## src/rtl/ubd_pkg.sv

```systemverilog
package ubd_pkg;

  localparam int unsigned BaudW  = 24;
  localparam int unsigned ClockW = 29;

  // Shift amounts for 16x and 8x oversampling
  localparam int unsigned OverShiftHigh = 4;
  localparam int unsigned OverShiftLow  = 3;

  // Widest divider: baud rate times 16
  localparam int unsigned DenW = BaudW + OverShiftHigh;

  localparam int unsigned FRACTION_BITS = 3;
  localparam int unsigned DIVISOR_BITS  = 16;

  typedef struct packed {
    logic x8;
    logic zero;
  } ubd_flags_t;

endpackage

```

## src/rtl/ubd_req_if.sv

```systemverilog
interface ubd_req_if;
  import ubd_pkg::*;

  logic              valid;
  logic              ready;
  logic [BaudW-1:0]  baud_rate;
  logic [ClockW-1:0] clock_hz;

  modport source (output valid, output baud_rate, output clock_hz, input ready);
  modport sink   (input valid, input baud_rate, input clock_hz, output ready);

endinterface

```

## src/rtl/ubd_rsp_if.sv

```systemverilog
interface ubd_rsp_if #(
  parameter int unsigned DivisorBits  = ubd_pkg::DIVISOR_BITS,
  parameter int unsigned FractionBits = ubd_pkg::FRACTION_BITS
);
  localparam int unsigned FracW = (FractionBits > 0) ? FractionBits : 1;

  logic                   valid;
  logic                   ready;
  logic [DivisorBits-1:0] divisor_integer;
  logic [FracW-1:0]       divisor_fraction;
  logic                   oversample_x8;
  logic                   status;

  modport source (output valid, output divisor_integer, output divisor_fraction,
                  output oversample_x8, output status, input ready);
  modport sink   (input valid, input divisor_integer, input divisor_fraction,
                  input oversample_x8, input status, output ready);

endinterface

```

## src/rtl/uart_baud_divider_calc.sv

```systemverilog
// UART fractional baud divisor calculator. Each request transaction carries a
// baud rate and a clock frequency; the response carries the integer divisor,
// the fraction in 1/2^FractionBits steps, the oversampling choice (16x unless
// the clock is below 16 times the baud rate) and a status that is set for a
// zero baud rate or an integer divisor outside 1 .. 2^DivisorBits-1. One
// transaction is accepted per clock while the response is not stalled, and
// responses come out in order. The path runs through one setup stage, a row
// of restoring-division cells that each produce one quotient bit, and the
// output register. A stalled response backs the row up; nothing is lost.
module uart_baud_divider_calc #(
  parameter int unsigned FractionBits = ubd_pkg::FRACTION_BITS,
  parameter int unsigned DivisorBits  = ubd_pkg::DIVISOR_BITS
) (
  input  logic      clk_i,
  input  logic      rst_ni,
  ubd_req_if.sink   req_i,
  ubd_rsp_if.source rsp_o
);
  import ubd_pkg::*;

  localparam int unsigned NumW  = ClockW + FractionBits + 1;
  localparam int unsigned FracW = (FractionBits > 0) ? FractionBits : 1;

  logic            vld   [NumW+1];
  logic            rdy   [NumW+1];
  logic [DenW-1:0] rem   [NumW+1];
  logic [DenW-1:0] den   [NumW+1];
  logic [NumW-1:0] work  [NumW+1];
  ubd_flags_t      flags [NumW+1];

  ubd_prep #(
    .FractionBits (FractionBits),
    .NumW         (NumW)
  ) u_prep (
    .clk_i       (clk_i),
    .rst_ni      (rst_ni),
    .valid_i     (req_i.valid),
    .ready_o     (req_i.ready),
    .baud_rate_i (req_i.baud_rate),
    .clock_hz_i  (req_i.clock_hz),
    .valid_o     (vld[0]),
    .ready_i     (rdy[0]),
    .den_o       (den[0]),
    .num_o       (work[0]),
    .flags_o     (flags[0])
  );

  assign rem[0] = '0;

  for (genvar k = 0; k < NumW; k++) begin : g_cell
    ubd_div_cell #(
      .NumW (NumW)
    ) u_cell (
      .clk_i   (clk_i),
      .rst_ni  (rst_ni),
      .valid_i (vld[k]),
      .ready_o (rdy[k]),
      .rem_i   (rem[k]),
      .den_i   (den[k]),
      .work_i  (work[k]),
      .flags_i (flags[k]),
      .valid_o (vld[k+1]),
      .ready_i (rdy[k+1]),
      .rem_o   (rem[k+1]),
      .den_o   (den[k+1]),
      .work_o  (work[k+1]),
      .flags_o (flags[k+1])
    );
  end

  ubd_post #(
    .FractionBits (FractionBits),
    .DivisorBits  (DivisorBits),
    .NumW         (NumW),
    .FracW        (FracW)
  ) u_post (
    .clk_i              (clk_i),
    .rst_ni             (rst_ni),
    .valid_i            (vld[NumW]),
    .ready_o            (rdy[NumW]),
    .quot_i             (work[NumW]),
    .flags_i            (flags[NumW]),
    .valid_o            (rsp_o.valid),
    .ready_i            (rsp_o.ready),
    .divisor_integer_o  (rsp_o.divisor_integer),
    .divisor_fraction_o (rsp_o.divisor_fraction),
    .oversample_x8_o    (rsp_o.oversample_x8),
    .status_o           (rsp_o.status)
  );

  // A good response never carries a zero divisor
  assert property (@(posedge clk_i) disable iff (!rst_ni)
    rsp_o.valid && !rsp_o.status |-> rsp_o.divisor_integer != '0)
    else $error("good response with zero divisor");

  // A failed response clears both divisor fields
  assert property (@(posedge clk_i) disable iff (!rst_ni)
    rsp_o.valid && rsp_o.status |->
      rsp_o.divisor_integer == '0 && rsp_o.divisor_fraction == '0)
    else $error("failed response with nonzero divisor");

  // Back pressure on the request side only arises from a full, stalled row
  assert property (@(posedge clk_i) disable iff (!rst_ni)
    !req_i.ready |-> rsp_o.valid && !rsp_o.ready)
    else $error("request stalled without output stall");

endmodule

```

## src/rtl/ubd_prep.sv

```systemverilog
module ubd_prep #(
  parameter int unsigned FractionBits = ubd_pkg::FRACTION_BITS,
  parameter int unsigned NumW         = ubd_pkg::ClockW + ubd_pkg::FRACTION_BITS + 1
) (
  input  logic                        clk_i,
  input  logic                        rst_ni,
  input  logic                        valid_i,
  output logic                        ready_o,
  input  logic [ubd_pkg::BaudW-1:0]   baud_rate_i,
  input  logic [ubd_pkg::ClockW-1:0]  clock_hz_i,
  output logic                        valid_o,
  input  logic                        ready_i,
  output logic [ubd_pkg::DenW-1:0]    den_o,
  output logic [NumW-1:0]             num_o,
  output ubd_pkg::ubd_flags_t         flags_o
);
  import ubd_pkg::*;

  logic              valid_q;
  logic [DenW-1:0]   den_d, den_q;
  logic [NumW-1:0]   num_d, num_q;
  ubd_flags_t        flags_d, flags_q;
  logic [ClockW-1:0] baud_x16;
  logic              over_high;

  assign baud_x16  = ClockW'({baud_rate_i, OverShiftHigh'(0)});
  assign over_high = (clock_hz_i >= baud_x16);

  always_comb begin
    den_d = over_high ? DenW'({baud_rate_i, OverShiftHigh'(0)})
                      : DenW'({baud_rate_i, OverShiftLow'(0)});
    // Round to nearest: add half the divider
    num_d = (NumW'(clock_hz_i) << FractionBits) + NumW'(den_d >> 1);
    flags_d.x8   = ~over_high;
    flags_d.zero = (baud_rate_i == '0);
  end

  assign ready_o = ~valid_q | ready_i;

  always_ff @(posedge clk_i or negedge rst_ni) begin
    if (!rst_ni) begin
      valid_q <= 1'b0;
    end else if (ready_o) begin
      valid_q <= valid_i;
    end
  end

  always_ff @(posedge clk_i) begin
    if (ready_o && valid_i) begin
      den_q   <= den_d;
      num_q   <= num_d;
      flags_q <= flags_d;
    end
  end

  assign valid_o = valid_q;
  assign den_o   = den_q;
  assign num_o   = num_q;
  assign flags_o = flags_q;

endmodule

```

## src/rtl/ubd_div_cell.sv

```systemverilog
module ubd_div_cell #(
  parameter int unsigned NumW = ubd_pkg::ClockW + ubd_pkg::FRACTION_BITS + 1
) (
  input  logic                      clk_i,
  input  logic                      rst_ni,
  input  logic                      valid_i,
  output logic                      ready_o,
  input  logic [ubd_pkg::DenW-1:0]  rem_i,
  input  logic [ubd_pkg::DenW-1:0]  den_i,
  input  logic [NumW-1:0]           work_i,
  input  ubd_pkg::ubd_flags_t       flags_i,
  output logic                      valid_o,
  input  logic                      ready_i,
  output logic [ubd_pkg::DenW-1:0]  rem_o,
  output logic [ubd_pkg::DenW-1:0]  den_o,
  output logic [NumW-1:0]           work_o,
  output ubd_pkg::ubd_flags_t       flags_o
);
  import ubd_pkg::*;

  logic            valid_q;
  logic [DenW:0]   trial;
  logic [DenW:0]   diff;
  logic            take;
  logic [DenW-1:0] rem_d, rem_q;
  logic [DenW-1:0] den_q;
  logic [NumW-1:0] work_d, work_q;
  ubd_flags_t      flags_q;

  // Bring down the next dividend bit; quotient bits fill in from the bottom
  assign trial  = {rem_i, work_i[NumW-1]};
  assign diff   = trial - {1'b0, den_i};
  assign take   = (trial >= {1'b0, den_i});
  assign rem_d  = take ? diff[DenW-1:0] : trial[DenW-1:0];
  assign work_d = {work_i[NumW-2:0], take};

  assign ready_o = ~valid_q | ready_i;

  always_ff @(posedge clk_i or negedge rst_ni) begin
    if (!rst_ni) begin
      valid_q <= 1'b0;
    end else if (ready_o) begin
      valid_q <= valid_i;
    end
  end

  always_ff @(posedge clk_i) begin
    if (ready_o && valid_i) begin
      rem_q   <= rem_d;
      den_q   <= den_i;
      work_q  <= work_d;
      flags_q <= flags_i;
    end
  end

  assign valid_o = valid_q;
  assign rem_o   = rem_q;
  assign den_o   = den_q;
  assign work_o  = work_q;
  assign flags_o = flags_q;

endmodule

```

## src/rtl/ubd_post.sv

```systemverilog
module ubd_post #(
  parameter int unsigned FractionBits = ubd_pkg::FRACTION_BITS,
  parameter int unsigned DivisorBits  = ubd_pkg::DIVISOR_BITS,
  parameter int unsigned NumW         = ubd_pkg::ClockW + ubd_pkg::FRACTION_BITS + 1,
  parameter int unsigned FracW        = (FractionBits > 0) ? FractionBits : 1
) (
  input  logic                   clk_i,
  input  logic                   rst_ni,
  input  logic                   valid_i,
  output logic                   ready_o,
  input  logic [NumW-1:0]        quot_i,
  input  ubd_pkg::ubd_flags_t    flags_i,
  output logic                   valid_o,
  input  logic                   ready_i,
  output logic [DivisorBits-1:0] divisor_integer_o,
  output logic [FracW-1:0]       divisor_fraction_o,
  output logic                   oversample_x8_o,
  output logic                   status_o
);
  import ubd_pkg::*;

  localparam int unsigned TopW = DivisorBits + FractionBits;

  logic                   valid_q;
  logic [DivisorBits-1:0] int_part;
  logic [FracW-1:0]       frac_part;
  logic                   in_range;
  logic [DivisorBits-1:0] int_d, int_q;
  logic [FracW-1:0]       frac_d, frac_q;
  logic                   x8_q;
  logic                   status_d, status_q;

  assign int_part = quot_i[TopW-1:FractionBits];

  if (FractionBits > 0) begin : g_frac
    assign frac_part = quot_i[FracW-1:0];
  end else begin : g_no_frac
    assign frac_part = '0;
  end

  // Integer part must be nonzero and fit the field
  assign in_range = (quot_i[NumW-1:TopW] == '0) && (int_part != '0);

  always_comb begin
    status_d = flags_i.zero | ~in_range;
    int_d    = status_d ? '0 : int_part;
    frac_d   = status_d ? '0 : frac_part;
  end

  assign ready_o = ~valid_q | ready_i;

  always_ff @(posedge clk_i or negedge rst_ni) begin
    if (!rst_ni) begin
      valid_q <= 1'b0;
    end else if (ready_o) begin
      valid_q <= valid_i;
    end
  end

  always_ff @(posedge clk_i) begin
    if (ready_o && valid_i) begin
      int_q    <= int_d;
      frac_q   <= frac_d;
      x8_q     <= flags_i.x8;
      status_q <= status_d;
    end
  end

  assign valid_o            = valid_q;
  assign divisor_integer_o  = int_q;
  assign divisor_fraction_o = frac_q;
  assign oversample_x8_o    = x8_q;
  assign status_o           = status_q;

endmodule
```

## src/flat_wrapper.sv

```systemverilog
// flat-port wrapper written by rule: the top's interface ports become plain ports
module uart_baud_divider_calc_flat import ubd_pkg::*;
#(
  parameter int unsigned FractionBits = ubd_pkg::FRACTION_BITS,
  parameter int unsigned DivisorBits  = ubd_pkg::DIVISOR_BITS
)
  (clk_i, rst_ni, req_i_valid, req_i_baud_rate, req_i_clock_hz, req_i_ready, rsp_o_valid, rsp_o_divisor_integer, rsp_o_divisor_fraction, rsp_o_oversample_x8, rsp_o_status, rsp_o_ready);
  ubd_req_if req_i_i ();
  ubd_rsp_if #(.DivisorBits(DivisorBits), .FractionBits(FractionBits)) rsp_o_i ();
  input  logic clk_i;
  input  logic rst_ni;
  input wire logic [$bits(req_i_i.valid)-1:0] req_i_valid;
  input wire logic [$bits(req_i_i.baud_rate)-1:0] req_i_baud_rate;
  input wire logic [$bits(req_i_i.clock_hz)-1:0] req_i_clock_hz;
  output wire logic [$bits(req_i_i.ready)-1:0] req_i_ready;
  output wire logic [$bits(rsp_o_i.valid)-1:0] rsp_o_valid;
  output wire logic [$bits(rsp_o_i.divisor_integer)-1:0] rsp_o_divisor_integer;
  output wire logic [$bits(rsp_o_i.divisor_fraction)-1:0] rsp_o_divisor_fraction;
  output wire logic [$bits(rsp_o_i.oversample_x8)-1:0] rsp_o_oversample_x8;
  output wire logic [$bits(rsp_o_i.status)-1:0] rsp_o_status;
  input wire logic [$bits(rsp_o_i.ready)-1:0] rsp_o_ready;
  assign req_i_i.valid = req_i_valid;
  assign req_i_i.baud_rate = req_i_baud_rate;
  assign req_i_i.clock_hz = req_i_clock_hz;
  assign req_i_ready = req_i_i.ready;
  assign rsp_o_valid = rsp_o_i.valid;
  assign rsp_o_divisor_integer = rsp_o_i.divisor_integer;
  assign rsp_o_divisor_fraction = rsp_o_i.divisor_fraction;
  assign rsp_o_oversample_x8 = rsp_o_i.oversample_x8;
  assign rsp_o_status = rsp_o_i.status;
  assign rsp_o_i.ready = rsp_o_ready;
  uart_baud_divider_calc #(.FractionBits(FractionBits), .DivisorBits(DivisorBits)) u_core (.clk_i(clk_i), .rst_ni(rst_ni), .req_i(req_i_i), .rsp_o(rsp_o_i));
endmodule
```

## config.mk

```make
export PLATFORM = sky130hd
export DESIGN_NAME = uart_baud_divider_calc_flat
export DESIGN_NICKNAME = d
export VERILOG_FILES = /design/src/rtl/ubd_pkg.sv /design/src/rtl/ubd_req_if.sv /design/src/rtl/ubd_rsp_if.sv /design/src/rtl/uart_baud_divider_calc.sv /design/src/rtl/ubd_prep.sv /design/src/rtl/ubd_div_cell.sv /design/src/rtl/ubd_post.sv /design/src/flat_wrapper.sv
export SDC_FILE = /design/constraint.sdc
export NUM_CORES = 2
export LEC_CHECK = 0
export BUFFER_PORTS_ARGS = -buffer_cell sky130_fd_sc_hd__buf_2
export CAP_MARGIN = 20
export CORE_MARGIN = 2
export CORE_UTILIZATION = 64
export CTS_CLUSTER_DIAMETER = 40
export DETAILED_ROUTE_END_ITERATION = 12
export PLACE_DENSITY_LB_ADDON = 0.05
export SLEW_MARGIN = 0
export SYNTH_ARGS = -nofsm -noshare
export SYNTH_HDL_FRONTEND = slang
export SYNTH_SLANG_ARGS = --single-unit
```

## constraint.sdc

```tcl
create_clock -name clk_i -period 16.3 [get_ports clk_i]
set_clock_uncertainty 0.05 [all_clocks]
set_input_delay 4.075 -clock clk_i [delete_from_list [all_inputs] [get_ports clk_i]]
set_output_delay 4.075 -clock clk_i [all_outputs]
set_load 0.02 [all_outputs]
```

==> out/metrics.yaml <==
synth_top_area_frac: 0.6168
worstSetupStartpoint: "rsp_o_ready"
avgSynthCellArea_um2: 12.91
maxUsedRoutingLayer: "met4"
synth-adder-area-share: 0.08148
rsz0062_at_grt: "no"
synthXorXnorAreaFrac: 0.03897
path_cells: "buf_2 > nand4b_1 > nor3_2 > buf_4 > and3_1 > nand3_1 > nor2_1 > nand2_1 > nor2_1 > and3_1 > nand4_1 > buf_2"
slowest_stage: "nor2_1"
clk_pin_slew_ns: 0.06
cts_tree: "built"
yosys.area.top_type: "edfxtp_1"
crit_path_end_kind: "primary output"
path_depth: 12
syn_to_final_growth_pct: 12.32
max_stage_delay_ns: 0.53
r2r_cells: 11
die_area_mm2: 0.2190
start_util: 0.6432
fp-row-count: 170
drt.antenna.violating_nets: 0
total_power_mw: 29.74
clock_latency_ns: 0.96
power.density_mw_per_mm2: 192.2
grt_pass1_wl_um: 481100
cts_buffers: 389
final-seq-area_mm2: 0.08586
drc: 0
die_h_um: 468.0
dp_cells: 13495
vias: 85890
fill_cells: 14090
drv_cap: 0
slew_violations: 0
layout_min_cycle_time_ns: 11.82
timing.rr.start: "u_core.g_cell[20].u_cell.valid_o$_DFFE_PN0P_"
worstPathArrival_ns: 7.69
synth_warnings: 0
rr_endpoint: "u_core.u_prep.den_o[23]$_DFFE_PP_"
crit_fanout: 5
synthCells: 10672
routed_wl_um: 314100
syn_area_mm2: 0.1378
timing.slew.headroom: 0.2648
postCtsSetupBuffers: 0
finalSetupTns_ns: 0
cp-start-kind: "primary input"
path_buf_inv: 3
crit_family: "simple AND/OR/NAND/NOR gates"
layout_setup_ws_ns: 4.482
clock-sinks: 2865
die_w_um: 468.0
final_cells: 14206
setup_viol: 0
peakVddDrop_mv: 0.1342
wl_met3_um: 19550
cts-hold-fix-buffers: 0
tightestPinTransition_ns: 1.103
nets: 11993
period_share: 0.7250
ys_ff_latch: 2865
hold_violations: 0
final_common_cell: "edfxtp_1"
firstDrtPassIters: 6
post_cts_resized: 0
drt-initial-drc-count: 7910
core_area_mm2: 0.2142
fin_area_mm2: 0.1548
crit_end: "req_i_ready"
multi_input_area_mm2: 0.04729
hpwl_um: 226100
synthArstFlopShare: 0.01222
p_leak_nw: 61.40
pin_count: 80
crit_required_ns: 12.18
wl_per_cell_um: 22.11
clock.fmax_mhz: 84.62
crit_type: "primary input to primary output"
yosys.area_share.simple: 0.08118
min_path_type: "flop to flop"
dpl_worst_slack_ns: 4.541
grt_max_degree: 86
ys.flop_type: "edfxtp_1"
synth_top_family_by_area: "compound AO/OA/AOI/OAI gates"
mostFrequentLayoutCells: "edfxtp_1 (2830), inv_1 (1076), ha_1 (846), a21oi_1 (694), nor2_1 (615)"
synth.area.top_cells: "edfxtp_1 (62%), ha_1 (7.7%), inv_1 (2.9%)"
h-tree-depth: 5
grt_usage: 0.2846
met2WireLength_um: 152800
fin_util: 0.7225
clockRootBuffer: "clkbuf_16"
grt_pass1_vias: 83861
wl_met1_um: 131300
status: "completed"
synth_edf_count: 2830
hold_slack_ns: 0.3263
grt-ovfl-total: 0
clockBufferDepth: 4
synth-seq-area-share: 0.6232
synthMuxAreaShare: 0.02730
portBuffers: 79
antenna_found_initial: 8
drive_gt1_frac: 0.1079
ff2ff_setup_slack_ns: 11.51
gp_congestion: 0.9449
placed_cell_area_mm2: 0.1417
synth_compound_area_frac: 0.1123
via_per_inst: 6.046
synth.distinct_cells: 103
## cell families after synthesis
family	after synthesis
flops	2865
compound gates	2421
simple gates	2305
buf+inv	1252
fa+ha+maj	878
xor+xnor	613
mux	337
other cells	1
## flip-flops by register name, summed over array words and instances, names as in the netlist
signal / flops
u_core.u_prep.valid_o: 1
u_core.u_post.valid_o: 1
u_core.u_prep.flags_o: 2
u_core.u_post.status_o: 1
u_core.g_cell.u_cell.valid_o: 33
u_core.g_cell.u_cell.den_o: 799
u_core.u_prep.num_o: 30
u_core.u_prep.den_o: 25
u_core.g_cell.u_cell.work_o: 996
u_core.g_cell.u_cell.rem_o: 891
u_core.u_post.oversample_x8_o: 1
u_core.u_post.divisor_fraction_o: 3
u_core.u_post.divisor_integer_o: 16
u_core.g_cell.u_cell.flags_o: 66
## cell type report
class,instances,area share
Tap cell,2838,0.02295
Clock inverter,261,0.01801
Sequential cell,2865,0.5548
Timing Repair Buffer,156,0.007244
Inverter,1080,0.02620
Antenna cell,4,0.00006468
Multi-Input combinational cell,6566,0.3056
Clock buffer,436,0.06514
## power by group
group | internal, mW | switching (mW) | leakage, nW
Combinational | 4.40 | 5.92 | 27.1
Sequential | 10.2 | 0.912 | 28.1
Clock | 5.07 | 3.26 | 6.16
Total | 19.7 | 10.1 | 61.4
## cells in the mapped netlist (121+ instances only)
cell / number
nand2_1: 611
nand4_1: 151
xnor2_1: 377
o21a_1: 143
a21o_1: 304
nand2b_1: 121
xor2_1: 236
mux2_2: 295
ha_1: 846
inv_1: 1076
o21ai_0: 582
nor2b_1: 130
nor2_1: 617
nand3_1: 164
a21oi_1: 697
edfxtp_1: 2830
nor3_1: 144
## layer usage
layer / vias to the layer above / GRT usage
li1: 40429 / -
met1: 41931 / 0.3886
met2: 2880 / 0.4741
met3: 650 / 0.03759
met4: 0 / 0.09646
met5: - / 0
## worst min-delay path by stage
stage,start,end,cells past startpoint
final,u_core.g_cell[25].u_cell.work_o[25]$_DFFE_PP_,u_core.g_cell[26].u_cell.work_o[26]$_DFFE_PP_,0
after global routing,u_core.g_cell[25].u_cell.work_o[25]$_DFFE_PP_,u_core.g_cell[26].u_cell.work_o[26]$_DFFE_PP_,0
after CTS,u_core.g_cell[25].u_cell.work_o[25]$_DFFE_PP_,u_core.g_cell[26].u_cell.work_o[26]$_DFFE_PP_,0
after detailed placement,u_core.u_prep.num_o[18]$_DFFE_PP_,u_core.g_cell[0].u_cell.work_o[19]$_DFFE_PP_,0
after global placement,u_core.g_cell[16].u_cell.work_o[9]$_DFFE_PP_,u_core.g_cell[17].u_cell.work_o[10]$_DFFE_PP_,0
after floorplan,u_core.u_prep.flags_o[0]$_DFFE_PP_,u_core.g_cell[0].u_cell.flags_o[0]$_DFFE_PP_,0
No activity file was read; power rests on OpenSTA's default activity.
